### config.mk
export PLATFORM = sky130hd
export DESIGN_NAME = dtbw_front
export DESIGN_NICKNAME = d
export VERILOG_FILES = /design/src/hw/rtl/dtbw_pkg.sv /design/src/hw/rtl/dtbw_front.sv
export SDC_FILE = /design/constraint.sdc
export NUM_CORES = 1
export LEC_CHECK = 0
export ABC_CLOCK_PERIOD_IN_PS = 6100
export BUFFER_PORTS_ARGS = -buffer_cell sky130_fd_sc_hd__buf_2
export CAP_MARGIN = 5
export CORE_UTILIZATION = 52
export DETAILED_ROUTE_END_ITERATION = 6
export PLACE_DENSITY_LB_ADDON = 0.08
export SLEW_MARGIN = 20
export SYNTH_ARGS = -nofsm -noshare
export SYNTH_HDL_FRONTEND = slang
export SYNTH_SLANG_ARGS = --single-unit
### constraint.sdc
create_clock -name vclk -period 6.1
set_input_delay 0.305 -clock vclk [all_inputs]
set_output_delay 0.305 -clock vclk [all_outputs]
set_load 0.01 [all_outputs]
### src/hw/rtl/dtbw_pkg.sv
package dtbw_pkg;

	localparam int LITLEN_SYMBOLS = 288;
	localparam int DIST_SYMBOLS   = 32;
	localparam int MAX_CODE_BITS  = 15;
	localparam int LEN_SLOTS      = 29;
	localparam int DIST_SLOTS     = 30;
	localparam int LEN_SYM_BASE   = 257;

	// Input item kinds
	localparam logic [2:0] KIND_LIT   = 3'd0;
	localparam logic [2:0] KIND_MATCH = 3'd1;
	localparam logic [2:0] KIND_RAW   = 3'd2;
	localparam logic [2:0] KIND_FLUSH = 3'd3;
	localparam logic [2:0] KIND_LOADL = 3'd4;
	localparam logic [2:0] KIND_LOADD = 3'd5;

	// Job operations carried between front and back
	localparam logic [2:0] OP_LIT   = 3'd0;
	localparam logic [2:0] OP_MATCH = 3'd1;
	localparam logic [2:0] OP_RAW   = 3'd2;
	localparam logic [2:0] OP_FLUSH = 3'd3;
	localparam logic [2:0] OP_LOADL = 3'd4;
	localparam logic [2:0] OP_LOADD = 3'd5;

	localparam logic [8:0] LEN_BASE [LEN_SLOTS] = '{
		9'd3, 9'd4, 9'd5, 9'd6, 9'd7, 9'd8, 9'd9, 9'd10, 9'd11, 9'd13, 9'd15, 9'd17,
		9'd19, 9'd23, 9'd27, 9'd31, 9'd35, 9'd43, 9'd51, 9'd59, 9'd67, 9'd83, 9'd99,
		9'd115, 9'd131, 9'd163, 9'd195, 9'd227, 9'd258
	};
	localparam logic [2:0] LEN_EXTRA [LEN_SLOTS] = '{
		3'd0, 3'd0, 3'd0, 3'd0, 3'd0, 3'd0, 3'd0, 3'd0, 3'd1, 3'd1, 3'd1, 3'd1, 3'd2,
		3'd2, 3'd2, 3'd2, 3'd3, 3'd3, 3'd3, 3'd3, 3'd4, 3'd4, 3'd4, 3'd4, 3'd5, 3'd5,
		3'd5, 3'd5, 3'd0
	};
	localparam logic [15:0] DIST_BASE [DIST_SLOTS] = '{
		16'd1, 16'd2, 16'd3, 16'd4, 16'd5, 16'd7, 16'd9, 16'd13, 16'd17, 16'd25,
		16'd33, 16'd49, 16'd65, 16'd97, 16'd129, 16'd193, 16'd257, 16'd385, 16'd513,
		16'd769, 16'd1025, 16'd1537, 16'd2049, 16'd3073, 16'd4097, 16'd6145,
		16'd8193, 16'd12289, 16'd16385, 16'd24577
	};
	localparam logic [3:0] DIST_EXTRA [DIST_SLOTS] = '{
		4'd0, 4'd0, 4'd0, 4'd0, 4'd1, 4'd1, 4'd2, 4'd2, 4'd3, 4'd3, 4'd4, 4'd4, 4'd5,
		4'd5, 4'd6, 4'd6, 4'd7, 4'd7, 4'd8, 4'd8, 4'd9, 4'd9, 4'd10, 4'd10, 4'd11,
		4'd11, 4'd12, 4'd12, 4'd13, 4'd13
	};

	typedef struct packed {
		logic [2:0]  op;
		logic [8:0]  lit_addr;
		logic [4:0]  dist_addr;
		logic [4:0]  lx_val;
		logic [2:0]  lx_n;
		logic [12:0] dx_val;
		logic [3:0]  dx_n;
		logic [15:0] raw_val;
		logic [4:0]  raw_n;
		logic [18:0] entry;
	} job_t;

	function automatic logic [4:0] len_slot(input logic [8:0] len);
		logic [4:0] s;
		s = '0;
		for (int i = 0; i < LEN_SLOTS; i++) begin
			if (LEN_BASE[i] <= len) s = 5'(i);
		end
		return s;
	endfunction

	function automatic logic [4:0] dist_slot(input logic [15:0] d);
		logic [4:0] s;
		s = '0;
		for (int i = 0; i < DIST_SLOTS; i++) begin
			if (DIST_BASE[i] <= d) s = 5'(i);
		end
		return s;
	endfunction

endpackage

### src/hw/rtl/dtbw_front.sv
module dtbw_front (
	input  logic              push,
	input  logic              q_full,
	input  logic [2:0]        kind,
	input  logic [8:0]        symbol,
	input  logic [8:0]        match_length,
	input  logic [15:0]       distance,
	input  logic [14:0]       code_word,
	input  logic [3:0]        code_length,
	input  logic [15:0]       raw_value,
	input  logic [4:0]        raw_count,
	output logic              q_push,
	output dtbw_pkg::job_t    q_job
);
	import dtbw_pkg::*;

	logic [8:0]  mlen_c;
	logic [15:0] dist_c;
	logic [4:0]  ls;
	logic [4:0]  dc;
	logic [4:0]  rcnt_c;
	logic [16:0] rmask;
	logic [3:0]  clen_c;
	logic        keep;

	// Clamp match, raw and code-length fields and look up slots
	always_comb begin
		mlen_c = match_length;
		if (match_length < 9'd3) mlen_c = 9'd3;
		if (match_length > 9'd258) mlen_c = 9'd258;
		dist_c = distance;
		if (distance == 16'd0) dist_c = 16'd1;
		if (distance > 16'd32768) dist_c = 16'd32768;
		ls = len_slot(mlen_c);
		dc = dist_slot(dist_c);
		rcnt_c = (raw_count > 5'd16) ? 5'd16 : raw_count;
		rmask = (17'd1 << rcnt_c) - 17'd1;
		clen_c = (32'(code_length) > MAX_CODE_BITS) ? 4'(MAX_CODE_BITS) : code_length;
	end

	// Classify the beat into a job
	always_comb begin
		q_job = '0;
		keep = 1'b0;
		q_job.lit_addr = symbol;
		q_job.dist_addr = dc;
		q_job.lx_n = LEN_EXTRA[ls];
		q_job.lx_val = 5'(mlen_c - LEN_BASE[ls]);
		q_job.dx_n = DIST_EXTRA[dc];
		q_job.dx_val = 13'(dist_c - DIST_BASE[dc]);
		q_job.raw_val = raw_value & rmask[15:0];
		q_job.raw_n = rcnt_c;
		q_job.entry = {clen_c, code_word};
		unique case (kind)
			KIND_LIT: begin
				q_job.op = OP_LIT;
				keep = (32'(symbol) < LITLEN_SYMBOLS);
			end
			KIND_MATCH: begin
				q_job.op = OP_MATCH;
				q_job.lit_addr = 9'(LEN_SYM_BASE + 32'(ls));
				keep = 1'b1;
			end
			KIND_RAW: begin
				q_job.op = OP_RAW;
				keep = 1'b1;
			end
			KIND_FLUSH: begin
				q_job.op = OP_FLUSH;
				keep = 1'b1;
			end
			KIND_LOADL: begin
				q_job.op = OP_LOADL;
				keep = (32'(symbol) < LITLEN_SYMBOLS);
			end
			KIND_LOADD: begin
				q_job.op = OP_LOADD;
				q_job.dist_addr = symbol[4:0];
				keep = (32'(symbol) < DIST_SYMBOLS);
			end
			default: keep = 1'b0;
		endcase
	end

	assign q_push = push && !q_full && keep;

endmodule

Word level (Yosys, flattened, before mapping)
Memory sizes are Yosys's and may differ from the RTL's.
Index checks and enable logic that the tools add are counted.
{"block": "word_totals", "out_inout_bits": 83, "elab_cells": 163, "memories": 4, "romBits": 1024, "in_bits": 79, "reg_bits": 0}
{"name": "(name not given)", "words": 32, "width": 16, "rd": 1, "rd_ports_with_merged_regs": 0, "wr": 0, "line": "dtbw_front.sv:50", "text": "q_job.dx_val = 13'(dist_c - DIST_BASE[dc]);"}
{"name": "(name not given)", "words": 32, "width": 9, "rd": 1, "rd_ports_with_merged_regs": 0, "wr": 0, "line": "dtbw_front.sv:48", "text": "q_job.lx_val = 5'(mlen_c - LEN_BASE[ls]);"}
{"name": "(name not given)", "words": 32, "width": 4, "rd": 1, "rd_ports_with_merged_regs": 0, "wr": 0, "line": "dtbw_front.sv:49", "text": "q_job.dx_n = DIST_EXTRA[dc];"}
{"name": "(name not given)", "words": 32, "width": 3, "rd": 1, "rd_ports_with_merged_regs": 0, "wr": 0, "line": "dtbw_front.sv:47", "text": "q_job.lx_n = LEN_EXTRA[ls];"}
{"block": "classes", "n_reduce_logical": 7, "addsub": 4, "mux": 74, "n_bitwise": 3, "shifts": 1, "n_lt_le_gt_ge": 65, "n_eq_ne": 5}
{"op": "two-way mux 5 bit", "count": 59}
{"op": "less-or-equal comparator 4 x 9 -> 1 bit, first input constant", "count": 6}
{"op": "less-or-equal comparator 3 x 16 -> 1 bit, first input constant", "count": 3}
{"op": "less-or-equal comparator 5 x 9 -> 1 bit, first input constant", "count": 5}
{"op": "less-or-equal comparator 3 x 9 -> 1 bit, first input constant", "count": 4}
{"op": "less-or-equal comparator 6 x 9 -> 1 bit, first input constant", "count": 4}
{"op": "less-or-equal comparator 7 x 9 -> 1 bit, first input constant", "count": 4}
{"op": "less-or-equal comparator 8 x 9 -> 1 bit, first input constant", "count": 4}
{"op": "less-or-equal comparator 10 x 16 -> 1 bit, first input constant", "count": 2}
{"op": "less-or-equal comparator 11 x 16 -> 1 bit, first input constant", "count": 2}
{"op": "less-or-equal comparator 12 x 16 -> 1 bit, first input constant", "count": 2}
{"op": "less-or-equal comparator 13 x 16 -> 1 bit, first input constant", "count": 2}
{"op": "less-or-equal comparator 14 x 16 -> 1 bit, first input constant", "count": 2}
{"op": "less-or-equal comparator 15 x 16 -> 1 bit, first input constant", "count": 2}
{"op": "less-or-equal comparator 2 x 16 -> 1 bit, first input constant", "count": 2}
{"op": "less-or-equal comparator 4 x 16 -> 1 bit, first input constant", "count": 2}
{"op": "less-or-equal comparator 5 x 16 -> 1 bit, first input constant", "count": 2}
{"op": "less-or-equal comparator 6 x 16 -> 1 bit, first input constant", "count": 2}
{"op": "less-or-equal comparator 7 x 16 -> 1 bit, first input constant", "count": 2}
{"op": "less-or-equal comparator 8 x 16 -> 1 bit, first input constant", "count": 2}
{"op": "less-or-equal comparator 9 x 16 -> 1 bit, first input constant", "count": 2}
{"op": "two-way mux 16 bit", "count": 2}
{"op": "two-way mux 9 bit", "count": 3}
{"op": "two-way mux 13 bit", "count": 2}
{"op": "other kinds (29)", "count": 37}

Depth between registers and ports, before layout
{"block": "logic_depth", "word_depth": 38, "mapped_depth": 23}

Worst setup path after synthesis
Ideal clock, no wire load.
{"block": "synth_path", "path_type": "input to output", "start": "input distance[13]", "end": "output q_job[56] (netlist name)", "arrival_ns": 4.547, "stages": 21, "path_buffers": 2, "setup_slack_ns": 1.248, "cell_sequence": "buf_6 or4_4 buf_6 or4_4 a311oi_2 a211oi_1 o211ai_2 inv_1 a21oi_4 inv_1 ha_1 nor2_1 a211o_1 inv_1 fa_1 a21oi_1 o21a_1 o21ai_0 o21ba_2 o31ai_1 xnor2_1"}
{"item": "from (decl)", "line": "dtbw_front.sv:7", "text": "input logic [15:0] distance,"}
{"item": "to (decl)", "line": "dtbw_front.sv:13", "text": "output dtbw_pkg::job_t q_job"}

==> impl_metrics.yaml <==
run_status:
  status: "complete, no violations"
placed_design:
  port-buffer-count: 124
  hpwlAfterDp_um: 9920
  place_area_mm2: 0.00438
  place_inst: 771
  place.gp.congestion: 1.06
critical_path:
  arrival_ns: 5.38
  critPathKind: "input pin to output port"
  critPathSlowestCell: "nor4_2"
  cp-end-kind: "output port"
  cp_cell_sequence: "buf_2, nor4_2, a41oi_1, nand2_2, mux2_1, and3_1, o21ai_0, nor4b_4, inv_1, ha_1, nor2_1, a211o_1, inv_1, fa_1, a21oi_1, o21a_1, o21ai_0, o21ba_2, o31ai_1, xnor2_1, buf_2"
  critical_path_required_ns: 5.79
  cp-start-kind: "input pin"
  worstPathMaxFanout: 10
  critPathMaxStageDelay_ns: 0.69
timing:
  finalHoldViolCount: 0
  fmax_ghz: 0.176
  rsz0062_at_grt: "no"
  tightestPinTransition_ns: 0.841
  tns_ns: 0
  relSlewSlack_pct: 43.7
  min_period_ns: 5.69
  post-route-period-util_pct: 93.2
  slew_violations: 0
  finalSetupViolations: 0
min_path:
  whs_path_depth: 0
  hold_start: "code_word[10]"
  min_to: "q_job[10]"
  hold_class: "input pin to output port"
drt:
  drc: 0
  drt-total-wl_um: 12500
  routed-via-count: 4783
  antenna_left: 0
  post_drt_wl_per_cell_um: 16.2
  drt-pass1-iter-count: 5
  dr.first_iter.drc_count: 250
  viasPerCell: 6.20
synth:
  netlist_top_cells_area: "ha_1 9.2%, nand2_1 5.5%, a21oi_1 5.3%, o21ai_0 5.1%, nor2_1 5.0%"
  syn_nets: 719
  yosysSeqAreaShare_pct: 0
  avgSynthCellArea_um2: 6.49
  syn_area_mm2: 0.00395
  synthDistinctLibCells: 86
  yosys.area.top_type: "ha_1"
  ys_warn_count: 0
  synthCells: 609
  synth_top_area_share_pct: 9.18
pwr:
  pwr_density_cell_mw_per_mm2: 77.7
  p_leak_uw: 0.00188
  ir_worst_vdd_v: 0.0000444
  p_total_uw: 340
cells_and_area:
  nNetsFinal: 784
  area_growth_pct: 10.9
  stdcell_count: 771
  regArea_um2: 0
  n_antenna_cell: 0
  nClkBuffers: 0
  nFillCells: 756
  final_area_mm2: 0.00438
  final_util_pct: 60.1
  flops_and_latches: 0
  final_layout_size_suffix_gt1_share_pct: 24.9
global_routing:
  grt_pass1_vias: 4080
  overflow: 0
  grt_first_pass_wirelength_um: 19700
  grt_max_degree: 21
  grt_use_total_pct: 30.3
  antenna_found_initial: 0
floorplan:
  io_pins: 162
  die_h_um: 89.2
  die-area_mm2: 0.00795
  fp.dieW_um: 89.2
  initial_core_util_pct: 54.2
  rows: 31
  coreArea_mm2: 0.00729
clocking:
  cts.hold.buffers_added: 0
  post_cts_buffers: 0
  cts_resized: 0
flow_run:
  cap_violations: 0
==> report_power, final <==
part           leakage (uW)  switching, uW  internal, uW  total [uW]
Combinational       0.00188            201           139         340
Clock                     0              0             0           0
Sequential                0              0             0           0
Total               0.00188            201           139         340
==> Yosys cell counts (all sizes together) (3+ instances only) <==
master and n:
a41oi 3, o21ai 42, mux2i 3, a22oi 4, o31ai 11, o31a 3
nand3b 5, nand2b 6, xnor2 13, nand3 22, nor4 8, or2 3
nor2b 27, a22o 3, mux2 7, o21a 8, nor3b 6, and2 10
o41ai 4, o211ai 8, xor2 4, a31oi 8, buf 28, a211oi 8
nand2 59, o21bai 7, a21boi 6, clkbuf 38, nand4 3, nor2 53
inv 31, ha 29, or4 7, a21oi 44, nor3 27, a21o 8
a2111oi 3, and3 4, or3 9
==> critical path, delay by kind of cell <==
family | cells | cell delay, ns
fa+ha+maj | 2 | 0.67
compound gates | 8 | 1.71
mux | 1 | 0.34
simple gates | 5 | 1.72
buf+inv | 4 | 0.50
xor+xnor | 1 | 0.15
==> stage by stage <==
stage | hold slack (ns) | worst slack, ns
floorplan | 0.656 | 1.25
global placement | 0.610 | 0.526
finish | 0.610 | 0.413
detailed placement | 0.610 | 0.533
global route | 0.610 | 0.0292
CTS | 0.610 | 0.518
==> worst max-delay path by stage <==
stage / from / to / slack [ns] / depth (start not counted)
floorplan: distance[13] / q_job[56] / 1.25 / 21
global placement: distance[13] / q_job[56] / 0.53 / 21
detailed placement: distance[13] / q_job[56] / 0.53 / 21
CTS: distance[13] / q_job[56] / 0.52 / 21
global route: distance[13] / q_job[56] / 0.03 / 21
finish: distance[13] / q_job[56] / 0.41 / 21
==> cell families (layout without fill, tap and decap cells) <==
kind of cell	after synthesis	count (layout)	synth area share [%]
AND/OR/NAND/NOR	255	255	34.8
XOR/XNOR	17	17	3.77
adder cells (fa/ha/maj)	33	33	10.7
buffers and inverters	98	161	12.0
multiplexers	10	10	2.75
AO/OA/AOI/OAI	196	196	36.0
==> cell type report <==
type                       count  area [um2]  area share [%]
timing repair buffer         129         658            15.0
tap                           99         124            2.83
multi-input combinational    511        3480            79.4
inverter                      32         120            2.74
==> per-layer routing <==
metal	GRT usage [%]	up-vias	wire length (um)
met1	41.3	2173	5550
met5	0	-	0
met3	2.49	28	845
met4	7.07	0	212
met2	51.8	229	5880
li1	-	2353	-
==> layout by cell type (no fill, tap or decap), types with 13 or more instances in the layout <==
cell / count
nand2_1: 58
nor2b_1: 27
buf_2: 124
nor3_1: 24
o21ai_0: 40
inv_1: 31
xnor2_1: 13
nand3_1: 22
nor2_1: 53
ha_1: 29
a21oi_1: 42
Power figures use the tool's default switching activity.
