**config.mk**
```make
export PLATFORM = sky130hd
export DESIGN_NAME = dtbw_job_fifo
export DESIGN_NICKNAME = d
export VERILOG_FILES = /design/src/hw/rtl/dtbw_pkg.sv /design/src/hw/rtl/dtbw_job_fifo.sv
export SDC_FILE = /design/constraint.sdc
export NUM_CORES = 1
export LEC_CHECK = 0
export BUFFER_PORTS_ARGS = -buffer_cell sky130_fd_sc_hd__buf_2
export CAP_MARGIN = 20
export CORE_MARGIN = 4
export CORE_UTILIZATION = 40
export DETAILED_ROUTE_END_ITERATION = 8
export PLACE_DENSITY = 0.63
export SYNTH_ARGS = -nofsm -noshare
export SYNTH_HDL_FRONTEND = slang
export SYNTH_SLANG_ARGS = --single-unit
```
**constraint.sdc**
```tcl
create_clock -name clk -period 5.4 [get_ports clk]
set_input_delay 0.27 -clock clk [delete_from_list [all_inputs] [get_ports clk]]
set_output_delay 0.27 -clock clk [all_outputs]
set_load 0.05 [all_outputs]
```
**src/hw/rtl/dtbw_pkg.sv**
```systemverilog
package dtbw_pkg;

	localparam int LITLEN_SYMBOLS = 288;
	localparam int DIST_SYMBOLS   = 32;
	localparam int MAX_CODE_BITS  = 15;
	localparam int LEN_SLOTS      = 29;
	localparam int DIST_SLOTS     = 30;
	localparam int LEN_SYM_BASE   = 257;

	// Input item kinds
	localparam logic [2:0] KIND_LIT   = 3'd0;
	localparam logic [2:0] KIND_MATCH = 3'd1;
	localparam logic [2:0] KIND_RAW   = 3'd2;
	localparam logic [2:0] KIND_FLUSH = 3'd3;
	localparam logic [2:0] KIND_LOADL = 3'd4;
	localparam logic [2:0] KIND_LOADD = 3'd5;

	// Job operations carried between front and back
	localparam logic [2:0] OP_LIT   = 3'd0;
	localparam logic [2:0] OP_MATCH = 3'd1;
	localparam logic [2:0] OP_RAW   = 3'd2;
	localparam logic [2:0] OP_FLUSH = 3'd3;
	localparam logic [2:0] OP_LOADL = 3'd4;
	localparam logic [2:0] OP_LOADD = 3'd5;

	localparam logic [8:0] LEN_BASE [LEN_SLOTS] = '{
		9'd3, 9'd4, 9'd5, 9'd6, 9'd7, 9'd8, 9'd9, 9'd10, 9'd11, 9'd13, 9'd15, 9'd17,
		9'd19, 9'd23, 9'd27, 9'd31, 9'd35, 9'd43, 9'd51, 9'd59, 9'd67, 9'd83, 9'd99,
		9'd115, 9'd131, 9'd163, 9'd195, 9'd227, 9'd258
	};
	localparam logic [2:0] LEN_EXTRA [LEN_SLOTS] = '{
		3'd0, 3'd0, 3'd0, 3'd0, 3'd0, 3'd0, 3'd0, 3'd0, 3'd1, 3'd1, 3'd1, 3'd1, 3'd2,
		3'd2, 3'd2, 3'd2, 3'd3, 3'd3, 3'd3, 3'd3, 3'd4, 3'd4, 3'd4, 3'd4, 3'd5, 3'd5,
		3'd5, 3'd5, 3'd0
	};
	localparam logic [15:0] DIST_BASE [DIST_SLOTS] = '{
		16'd1, 16'd2, 16'd3, 16'd4, 16'd5, 16'd7, 16'd9, 16'd13, 16'd17, 16'd25,
		16'd33, 16'd49, 16'd65, 16'd97, 16'd129, 16'd193, 16'd257, 16'd385, 16'd513,
		16'd769, 16'd1025, 16'd1537, 16'd2049, 16'd3073, 16'd4097, 16'd6145,
		16'd8193, 16'd12289, 16'd16385, 16'd24577
	};
	localparam logic [3:0] DIST_EXTRA [DIST_SLOTS] = '{
		4'd0, 4'd0, 4'd0, 4'd0, 4'd1, 4'd1, 4'd2, 4'd2, 4'd3, 4'd3, 4'd4, 4'd4, 4'd5,
		4'd5, 4'd6, 4'd6, 4'd7, 4'd7, 4'd8, 4'd8, 4'd9, 4'd9, 4'd10, 4'd10, 4'd11,
		4'd11, 4'd12, 4'd12, 4'd13, 4'd13
	};

	typedef struct packed {
		logic [2:0]  op;
		logic [8:0]  lit_addr;
		logic [4:0]  dist_addr;
		logic [4:0]  lx_val;
		logic [2:0]  lx_n;
		logic [12:0] dx_val;
		logic [3:0]  dx_n;
		logic [15:0] raw_val;
		logic [4:0]  raw_n;
		logic [18:0] entry;
	} job_t;

	function automatic logic [4:0] len_slot(input logic [8:0] len);
		logic [4:0] s;
		s = '0;
		for (int i = 0; i < LEN_SLOTS; i++) begin
			if (LEN_BASE[i] <= len) s = 5'(i);
		end
		return s;
	endfunction

	function automatic logic [4:0] dist_slot(input logic [15:0] d);
		logic [4:0] s;
		s = '0;
		for (int i = 0; i < DIST_SLOTS; i++) begin
			if (DIST_BASE[i] <= d) s = 5'(i);
		end
		return s;
	endfunction

endpackage

```
**src/hw/rtl/dtbw_job_fifo.sv**
```systemverilog
module dtbw_job_fifo (
	input  logic           clk,
	input  logic           arst_n,
	input  logic           wr,
	input  dtbw_pkg::job_t wr_job,
	output logic           full,
	input  logic           rd,
	output logic           valid,
	output dtbw_pkg::job_t rd_job
);
	import dtbw_pkg::*;

	job_t       mem_q [4];
	logic [1:0] wp_q;
	logic [1:0] rp_q;
	logic [2:0] cnt_q;

	assign full = (cnt_q == 3'd4);
	assign valid = (cnt_q != 3'd0);
	assign rd_job = mem_q[rp_q];

	// Hold job beats
	always_ff @(posedge clk) begin
		if (wr) mem_q[wp_q] <= wr_job;
	end

	// Advance pointers
	always_ff @(posedge clk or negedge arst_n) begin
		if (!arst_n) begin
			wp_q <= '0;
			rp_q <= '0;
			cnt_q <= '0;
		end else begin
			if (wr) wp_q <= wp_q + 2'd1;
			if (rd) rp_q <= rp_q + 2'd1;
			cnt_q <= cnt_q + {2'd0, wr} - {2'd0, rd};
		end
	end

endmodule

```
== Word level (Yosys, flattened, before mapping) ==
Memory sizes are Yosys's and may differ from the RTL's.
Index checks and enable logic that the tools add are counted.
Cells by class
  add/subtract/negate cells: 4
  eq/ne operators: 1
  muxes and demuxes: 2
  reductions and logical operators: 1
Operators by type and width (number)
  2-bit by 1-bit adder with 2-bit output (second input constant): 2
  3-bit by 1-bit adder with 3-bit output: 1
  3-bit equality test (second input constant): 1
  3-bit nonzero test: 1
  3-bit by 1-bit subtractor with 3-bit output: 1
  1-bit two-way mux: 2
Word-level totals
  register bits after elaboration: 7
  memory bits (writable): 328
  word-level logic and storage cells: 12
  memories: 1
Memory list
  mem_q: depth 4, width 82, rd ports 1, clocked after Yosys merged registers in 0, wr ports 1, line dtbw_job_fifo.sv:13  | job_t mem_q [4];

== Logic depth before layout (Yosys ltp) ==
Gate-level depths: netlist of the first run.
  word-level depth: 2
  gate-level depth with buffers: 7
  depth with buffers taken out: 7

== Worst setup path after synthesis of the first run ==
OpenSTA, ideal clock, no wires.
  path kind: reg2reg
  from: register wp_q[0]
  to: memory mem_q[0][0] (netlist name), enable pin
  arrival: 2529 ps
  data required time: 4951 ps
  slack: 2422 ps
  stages on the path, launching flop included: 4
  path buffers: 0
  cell sequence: dfrtp_1 -> inv_1 -> ha_1 -> and2_1
RTL lines
  from (decl): line dtbw_job_fifo.sv:14  | logic [1:0] wp_q;
  from (signal assigned): line dtbw_job_fifo.sv:34  | if (wr) wp_q <= wp_q + 2'd1;
  to (decl): line dtbw_job_fifo.sv:13
Straight into the memory's write port.

==> results of run 1 <==
==> logic make-up (layout without fill, tap and decap cells) <==
logic type	after synthesis	in the layout	synth area share
flip-flops	335	335	0.820
multiplexers	82	82	0.151
buffers and inverters	24	328	0.0131
AND/OR/NAND/NOR	8	8	0.00369
adder cells (fa/ha/maj)	7	7	0.00778
XOR/XNOR	5	5	0.00358
AO/OA/AOI/OAI	1	1	0.000409
==> stage by stage <==
step           std cells  utilization  hold slack (ps)  instance area (sq um)  setup WS (ps)
4_1_cts             1155        0.517             2.78                  15400           2140
3_5_place_dp        1010        0.451              125                  13500           2680
2_1_floorplan        462            -            -25.6                  12200           2420
3_3_place_gp        1010        0.451              113                  13500           2700
6_report            1156        0.518             26.6                  15500           2270
5_1_grt             1156        0.518             15.7                  15500           2020
==> cell usage in the layout, fill, tap and decap left out <==
cell type | synthesis | layout
clkbuf_1 | 1 | 9
mux4_2 | 82 | 82
ha_1 | 6 | 6
buf_12 | 0 | 1
xor2_1 | 2 | 2
clkinv_1 | 0 | 6
clkbuf_16 | 0 | 37
xnor2_1 | 3 | 3
clkinvlp_4 | 0 | 2
clkinv_2 | 0 | 3
dfrtp_4 | 0 | 2
dlygate4sd3_1 | 0 | 83
dfrtp_1 | 7 | 5
or3_1 | 1 | 1
buf_4 | 2 | 7
o21ai_0 | 1 | 1
inv_1 | 6 | 6
and3_1 | 1 | 1
nand2_1 | 2 | 2
and2_4 | 0 | 4
edfxtp_1 | 328 | 328
bufinv_16 | 0 | 3
clkbuf_8 | 0 | 2
buf_2 | 8 | 169
fa_1 | 1 | 1
==> final cells by class <==
class	count	share of cell area
Clock inverter	14	0.00922
Inverter	6	0.00146
Tap cell	390	0.0315
Timing Repair Buffer	260	0.113
Clock buffer	48	0.0638
Multi-Input combinational cell	103	0.132
Sequential cell	335	0.649
==> worst register-to-register path, cell delays in order (launching register included) <==
cell and delay, ps:
dfrtp_1 420, inv_1 110, ha_1 150, and2_4 570, buf_4 700
==> power groups by stage <==
stage          Sequential [mW]  Combinational [mW]  Clock, mW
6_report                  3.61                3.46       2.33
5_1_grt                   3.66                3.64       2.51
4_1_cts                   3.62                3.53       2.41
3_5_place_dp              3.68                3.47          0
3_3_place_gp              3.64                3.43          0
2_1_floorplan             3.56                2.82          0
==> worst max path at each step <==
stage                             to                 from  depth (start not counted)
2_1_floorplan  mem_q[0][0]$_DFFE_PP_  wp_q[0]$_DFFE_PN0P_                          3
3_3_place_gp               rd_job[2]  rp_q[0]$_DFFE_PN0P_                          3
3_5_place_dp               rd_job[2]  rp_q[0]$_DFFE_PN0P_                          3
4_1_cts                    rd_job[2]  rp_q[0]$_DFFE_PN0P_                          3
5_1_grt                    rd_job[1]  rp_q[0]$_DFFE_PN0P_                          3
6_report                   rd_job[2]  rp_q[0]$_DFFE_PN0P_                          3
==> layer usage <==
metal / share of wire / up-vias
met1: 0.41 / 3010
met5: 0 / -
li1: - / 2549
met4: 0.022 / 0
met2: 0.51 / 170
met3: 0.056 / 43
==> state kept, by name, indices dropped and copies added, names as in the netlist <==
| name | flops |
|---|---|
| cnt_q | 3 |
| mem_q | 328 |
| rp_q | 2 |
| wp_q | 2 |
==> repair_timing <==
action,4_1_cts,5_1_grt
gates resized for setup,0,0
endpoints found under the hold margin,332,0
buffers inserted,0,0
hold buffers,83,0
==> results.rst, run 1 <==
.. list-table::
   :header-rows: 1

   * - Metric
     - Value
   * - Outcome
     - completed
   * - Synth Warn #
     - 0
   * - Synth Instances
     - 462
   * - DRC violations left
     - 0
   * - Max transition margin
     - 0.431
   * - Switching power
     - 3.52 mW
   * - Final antenna diode count
     - 0
   * - Global router's overall resource usage
     - 0.142
   * - Max_cap viols
     - 0
   * - Maximum level of the CTS H-tree
     - 2
   * - Highest-utilization routing layer at the global route stage
     - met2
   * - Vert. Die Dim
     - 183 um
   * - Via count of the first global-routing pass
     - 6411
   * - Overall die width
     - 183 um
   * - Via total after detailed routing
     - 5772
   * - Sw frac
     - 0.374
   * - Top-Level Pins
     - 170
   * - R2R depth
     - 4
   * - Post-Route Setup TNS
     - 0 ps
   * - Clk buf depth
     - 3
   * - Starting density of the core
     - 0.409
   * - FF-to-FF setup slack
     - 3050 ps
   * - Reg2Reg Capture Point
     - mem_q[2][75]$_DFFE_PP_
   * - Mean instance size in the synthesized netlist
     - 26.5 sq um
   * - Worst endpoint data arrival time
     - 2860 ps
   * - Clock tree from TritonCTS
     - built
   * - Met2 global-route usage
     - 0.244
   * - Power Internal
     - 5.88 mW
   * - Max-slew violation count
     - 0
   * - Maximum cell stage delay along the critical path
     - 910 ps
   * - Portion of synthesized cell area occupied by the leading cell type
     - 0.806
   * - Share of power burned in registers
     - 0.384
   * - Count of port buffers added during placement
     - 169
   * - Type of the tightest min-delay check
     - in2reg
   * - Startpoint of the lowest-slack register-to-register path
     - wp_q[0]$_DFFE_PN0P_
   * - Post-route minimum period
     - 3130 ps
   * - Number of antenna violations at the first check in global routing
     - 0
   * - Hold Path Stages
     - 1
   * - Distinct cell type count of the synthesized netlist
     - 17
   * - Power density relative to cell area
     - 607 nW/um^2
   * - Number of detailed-route iterations in the first pass
     - 5
   * - Cells traversed along the worst timing path
     - buf_4, mux4_2, buf_2
   * - Clock insertion delay at the later pin of the skew report
     - 490 ps
   * - Net count after synthesis
     - 555
   * - Layout cells sized above 1
     - 0.407
   * - Filler cell count
     - 2315
   * - Maximum clock skew at final layout
     - 7.03 ps
   * - Worst setup path class
     - reg2out
   * - Clk root buf
     - clkbuf_16
   * - Static leakage
     - 5.34 nW
   * - Full die area
     - 33400 sq um
   * - Worst Hold Launch
     - wr_job[61]
   * - Cell area after synthesis
     - 12200 sq um
   * - FF/Latch Area
     - 10000 sq um
   * - Cell class contributing the biggest share of worst-path delay
     - flip-flops
   * - Global Route met1 Usage
     - 0.189
   * - Number of violations reported at the end of detailed-routing iteration 0
     - 292
   * - Layout overhead on the synthesized area
     - 26.6%
   * - Pin count of the biggest net entering global routing
     - 72
   * - Final RePlAce weighted congestion
     - 0.676
   * - Startpoint Class
     - register
   * - Maximum operating frequency
     - 0.320 GHz
   * - Placeable Area
     - 29900 sq um
   * - Total Routed Length
     - 23700 um
   * - Post-detail-place hpwl
     - 13600 um
   * - Gate power share
     - 0.368
   * - Power Total
     - 9.39 mW
   * - Top area cells in the synthesized netlist
     - edfxtp_1, mux4_2, dfrtp_1
   * - Number of setup violations in the final report
     - 0
   * - CP max stage cell
     - dfrtp_4
   * - Power share of the clock group
     - 0.248
   * - Area of combinational cells with multiple inputs
     - 2050 sq um
   * - Register clock-pin slew on the reported worst setup and hold paths
     - 50 ps
   * - Sequential area share after synthesis
     - 0.820
   * - Cell with the most instances after synthesis
     - edfxtp_1
   * - Worst Max-Slew Pin Slew
     - 853 ps
   * - Routed wire length per instance
     - 20.5 um
   * - Worst-path fanout max
     - 36
   * - Sum of overflow across all layers after global routing
     - 0
   * - First-pass GRT wire length
     - 36800 um
   * - Post-synth top cells
     - edfxtp_1, mux4_2, buf_2
   * - Num CTS Buffers
     - 35
   * - Share of flip-flops with an asynchronous set or reset after synthesis
     - 0.0209
   * - Final hold violation count
     - 0
   * - Number of synthesized register bits
     - 335
   * - Most common flop cell mapped by yosys
     - edfxtp_1
   * - Number of synthesized flops with an enable pin
     - 328
   * - Placement row count
     - 63
   * - Antenna-violating nets left
     - 0
   * - Setup repair after global routing missed its margin
     - false
   * - Cell type contributing the most total cell area after synthesis
     - edfxtp_1
   * - Num Clock Sinks
     - 335
   * - CP required
     - 5130 ps
   * - Fin crit share
     - 0.579
   * - Ratio of routed vias to standard cells
     - 4.99
   * - Kind of end point of the critical path
     - primary output
   * - Met3 Resource Use GR
     - 0.0280
   * - Worst min-delay path endpoint
     - mem_q[2][61]$_DFFE_PP_
   * - Post-layout net count
     - 834
   * - Worst Path Buf+Inv
     - 2
   * - Maximum vdd ir drop
     - 0.451 mV
No activity file was read; power rests on OpenSTA's default activity.
==> run 2: changes to the inputs <==
- ABC_AREA: not set -> 1
- PLACE_DENSITY: 0.63 -> 0.62
- clock period: 5.4 -> 3.09 ns (I/O delays scaled with it)
==> results.rst, run 2 <==
.. list-table::
   :header-rows: 1

   * - Metric
     - Value
   * - Outcome
     - completed (unchanged)
   * - Net count after synthesis
     - 1425 (was 555)
   * - Placeable Area
     - 34900 sq um (was 29900 sq um)
   * - Most common cell after layout, fill and taps aside
     - nand2_1 (was edfxtp_1)
   * - Maximum clock skew at final layout
     - 11.6 ps (was 7.03 ps)
   * - Type of the tightest min-delay check
     - in2reg (unchanged)
   * - Worst Max-Slew Pin Slew
     - 808 ps (was 853 ps)
   * - Top area cells in the synthesized netlist
     - edfxtp_1, nand2_1, inv_1 (was edfxtp_1, mux4_2, dfrtp_1)
   * - Post-synth top cells
     - nand2_1, inv_1, edfxtp_1 (was edfxtp_1, mux4_2, buf_2)
   * - Post-route minimum period
     - 2580 ps
   * - Final hold violation count
     - 0 (unchanged)
   * - Routed wire length per instance
     - 15.0 um (was 20.5 um)
   * - Pin count of the biggest net entering global routing
     - 167 (was 72)
   * - Sw frac
     - 0.443 (was 0.374)
   * - Kind of end point of the critical path
     - primary output (unchanged)
   * - Num Clock Sinks
     - 335 (unchanged)
   * - Sum of overflow across all layers after global routing
     - 0 (unchanged)
   * - Number of synthesized register bits
     - 335 (unchanged)
   * - Met3 Resource Use GR
     - 0.0340 (was 0.0280)
   * - R2R depth
     - 5 (was 4)
   * - Cell area after synthesis
     - 14300 sq um (was 12200 sq um)
   * - Worst Hold Launch
     - wr_job[25] (was wr_job[61])
   * - Worst setup path class
     - reg2out (unchanged)
   * - CP required
     - 2940 ps (was 5130 ps)
   * - Area of all placed cells without fillers
     - 17600 sq um (was 15500 sq um)
   * - Cell class contributing the biggest share of worst-path delay
     - buffers and inverters (was flip-flops)
   * - Distinct cell type count of the synthesized netlist
     - 15 (was 17)
   * - Maximum vdd ir drop
     - 0.776 mV (was 0.451 mV)
   * - Startpoint of the lowest-slack register-to-register path
     - wp_q[0]$_DFFE_PN0P_ (unchanged)
   * - FF-to-FF setup slack
     - 1170 ps (was 3050 ps)
   * - Power share of the clock group
     - 0.234 (was 0.248)
   * - Critical path depth
     - 5 (was 3)
   * - Cells traversed along the worst timing path
     - clkinv_2, buf_4, nand3_1, nand2_1, buf_2 (was buf_4, mux4_2, buf_2)
   * - Count of port buffers added during placement
     - 169 (unchanged)
   * - Synth Warn #
     - 0 (unchanged)
   * - DRC violations left
     - 0 (unchanged)
   * - Placement Setup Slack
     - 1020 ps (was 2680 ps)
   * - Fin crit share
     - 0.834
   * - Worst-path fanout max
     - 44 (was 36)
   * - Max_cap viols
     - 0 (unchanged)
   * - Leading registers by flop count
     - mem_q: 328 flops, cnt_q: 3 flops (unchanged)
   * - Slack of the critical path
     - 514 ps (was 2270 ps)
   * - Maximum operating frequency
     - 0.388 GHz
   * - Ratio of routed vias to standard cells
     - 4.43 (was 4.99)
   * - Area of combinational cells with multiple inputs
     - 2540 sq um (was 2050 sq um)
   * - Clk root buf
     - clkbuf_16 (unchanged)
   * - Global Route met1 Usage
     - 0.208 (was 0.189)
   * - Power Total
     - 18.7 mW (was 9.39 mW)
   * - Layout cells sized above 1
     - 0.154 (was 0.407)
   * - Most frequent cells in the layout
     - nand2_1, inv_1, edfxtp_1, buf_2, nand3_1 (was edfxtp_1, buf_2, dlygate4sd3_1, mux4_2, clkbuf_16)
   * - Power density relative to cell area
     - 1060 nW/um^2 (was 607 nW/um^2)
   * - Register with the most flip-flops
     - mem_q (unchanged)
   * - Vert. Die Dim
     - 197 um (was 183 um)
   * - Clock insertion delay at the later pin of the skew report
     - 520 ps (was 490 ps)
   * - Sequential area share after synthesis
     - 0.703 (was 0.820)
   * - Register clock-pin slew on the reported worst setup and hold paths
     - 60 ps (was 50 ps)
   * - Max-slew violation count
     - 0 (unchanged)
   * - Instance area at placement
     - 15500 sq um (was 13500 sq um)
   * - Number of synthesized flops with an enable pin
     - 328 (unchanged)
   * - Placement row count
     - 68 (was 63)
   * - Cell type contributing the most total cell area after synthesis
     - edfxtp_1 (unchanged)
   * - Post-layout net count
     - 1680 (was 834)
   * - Setup repair after global routing missed its margin
     - false (unchanged)
   * - Final cell utilization of the core
     - 0.504 (was 0.518)
   * - Post-detail-place hpwl
     - 18000 um (was 13600 um)
   * - Synth Instances
     - 1332 (was 462)
   * - Number of violations reported at the end of detailed-routing iteration 0
     - 524 (was 292)
   * - Final RePlAce weighted congestion
     - 0.722 (was 0.676)
   * - Maximum cell stage delay along the critical path
     - 710 ps (was 910 ps)
   * - Global router's overall resource usage
     - 0.160 (was 0.142)
   * - Switching power
     - 8.27 mW (was 3.52 mW)
   * - Max FFs per register
     - 328 (unchanged)
   * - Number of setup violations in the final report
     - 0 (unchanged)
   * - Worst Path Buf+Inv
     - 3 (was 2)
   * - Via total after detailed routing
     - 9182 (was 5772)
   * - Met2 global-route usage
     - 0.273 (was 0.244)
   * - Clk buf depth
     - 3 (unchanged)
   * - Num CTS Buffers
     - 38 (was 35)
   * - Cell with the most instances after synthesis
     - nand2_1 (was edfxtp_1)
   * - Worst hold slack after final layout
     - 378 ps (was 26.6 ps)
   * - Max transition margin
     - 0.461 (was 0.431)
   * - Total Routed Length
     - 31100 um (was 23700 um)
   * - Via count of the first global-routing pass
     - 9345 (was 6411)
   * - Number of cells in the finished layout apart from fillers
     - 2073 (was 1156)
   * - Worst min-delay path endpoint
     - mem_q[3][25]$_DFFE_PP_ (was mem_q[2][61]$_DFFE_PP_)
   * - Portion of synthesized cell area occupied by the leading cell type
     - 0.691 (was 0.806)
   * - Most common flop cell mapped by yosys
     - edfxtp_1 (unchanged)
   * - Share of power burned in registers
     - 0.334 (was 0.384)
   * - Maximum level of the CTS H-tree
     - 2 (unchanged)
   * - Startpoint Class
     - register (unchanged)
   * - First-pass GRT wire length
     - 49400 um (was 36800 um)
   * - Worst endpoint data arrival time
     - 2420 ps (was 2860 ps)
   * - Power Internal
     - 10.4 mW (was 5.88 mW)
   * - Mean instance size in the synthesized netlist
     - 10.7 sq um (was 26.5 sq um)
   * - Count of instances resized after the clock tree is built
     - 0 (unchanged)
   * - Clock tree from TritonCTS
     - built (unchanged)
   * - Highest-utilization routing layer at the global route stage
     - met2 (unchanged)
   * - Hold Path Stages
     - 2 (was 1)
   * - Layout overhead on the synthesized area
     - 23.4% (was 26.6%)
   * - Share of flip-flops with an asynchronous set or reset after synthesis
     - 0.0209 (unchanged)
   * - Starting density of the core
     - 0.409 (about the same)
   * - Number of antenna violations at the first check in global routing
     - 2 (was 0)
   * - Gate power share
     - 0.431 (was 0.368)
   * - Filler cell count
     - 3067 (was 2315)
   * - FF/Latch Area
     - 10000 sq um (unchanged)
   * - Reg2Reg Capture Point
     - mem_q[2][50]$_DFFE_PP_ (was mem_q[2][75]$_DFFE_PP_)
   * - CP max stage cell
     - dfrtp_4 (unchanged)
   * - Overall die width
     - 197 um (was 183 um)
   * - Post-Route Setup TNS
     - 0 ps (unchanged)
   * - Antenna-violating nets left
     - 0 (unchanged)
   * - Post-placement cell count
     - 1916 (was 1010)
   * - Number of detailed-route iterations in the first pass
     - 5 (unchanged)
   * - Top-Level Pins
     - 170 (unchanged)
   * - Static leakage
     - 8.15 nW (was 5.34 nW)
   * - Full die area
     - 38700 sq um (was 33400 sq um)
-- run 2: final cells by class --
class / instances / area share
Sequential cell: 335 / 0.570
Multi-Input combinational cell: 599 / 0.145
Timing Repair Buffer: 271 / 0.109
Clock buffer: 49 / 0.0576
Antenna cell: 2 / 0.000285
Tap cell: 455 / 0.0324
Clock inverter: 20 / 0.0120
Inverter: 342 / 0.0739
-- run 2: metal layers --
| metal | up-vias | part of all wire |
|---|---|---|
| met5 | - | 0 |
| met4 | 0 | 0.022 |
| met3 | 54 | 0.052 |
| met2 | 183 | 0.49 |
| met1 | 4277 | 0.44 |
| li1 | 4668 | - |
-- run 2: power groups by stage --
stage / Clock (mW) / Sequential (mW) / Combinational, mW
after floorplan: 0 / 6.23 / 6.24
after global placement: 0 / 6.31 / 8.03
after detailed placement: 0 / 6.34 / 8.10
after CTS: 4.49 / 6.25 / 8.21
after global routing: 4.71 / 6.32 / 8.74
final: 4.38 / 6.24 / 8.05
-- run 2: timing repair --
| item | 4_1_cts | 5_1_grt |
|---|---|---|
| hold endpoints to repair | 340 | 0 |
| endpoints found under the setup margin | 0 | 0 |
| hold buffers | 86 | 0 |
| buffers inserted | 0 | 0 |
-- run 2: cells by family after synthesis --
| family | count (synthesis) | share of synthesized area |
|---|---|---|
| AND/OR/NAND/NOR | 588 | 0.169 |
| buffers and inverters | 398 | 0.118 |
| flip-flops | 335 | 0.703 |
| XOR/XNOR | 3 | 0.00184 |
| adder cells (fa/ha/maj) | 7 | 0.00667 |
| AO/OA/AOI/OAI | 1 | 0.000351 |
-- run 2: worst max path at each step --
stage,start,end,slack [ps]
final,rp_q[1]$_DFFE_PN0P_,rd_job[35],510
after global routing,rp_q[1]$_DFFE_PN0P_,rd_job[58],390
after CTS,rp_q[1]$_DFFE_PN0P_,rd_job[35],450
after detailed placement,rp_q[1]$_DFFE_PN0P_,rd_job[35],1020
after global placement,rp_q[1]$_DFFE_PN0P_,rd_job[49],1060
after floorplan,wp_q[0]$_DFFE_PN0P_,mem_q[0][0]$_DFFE_PP_,380
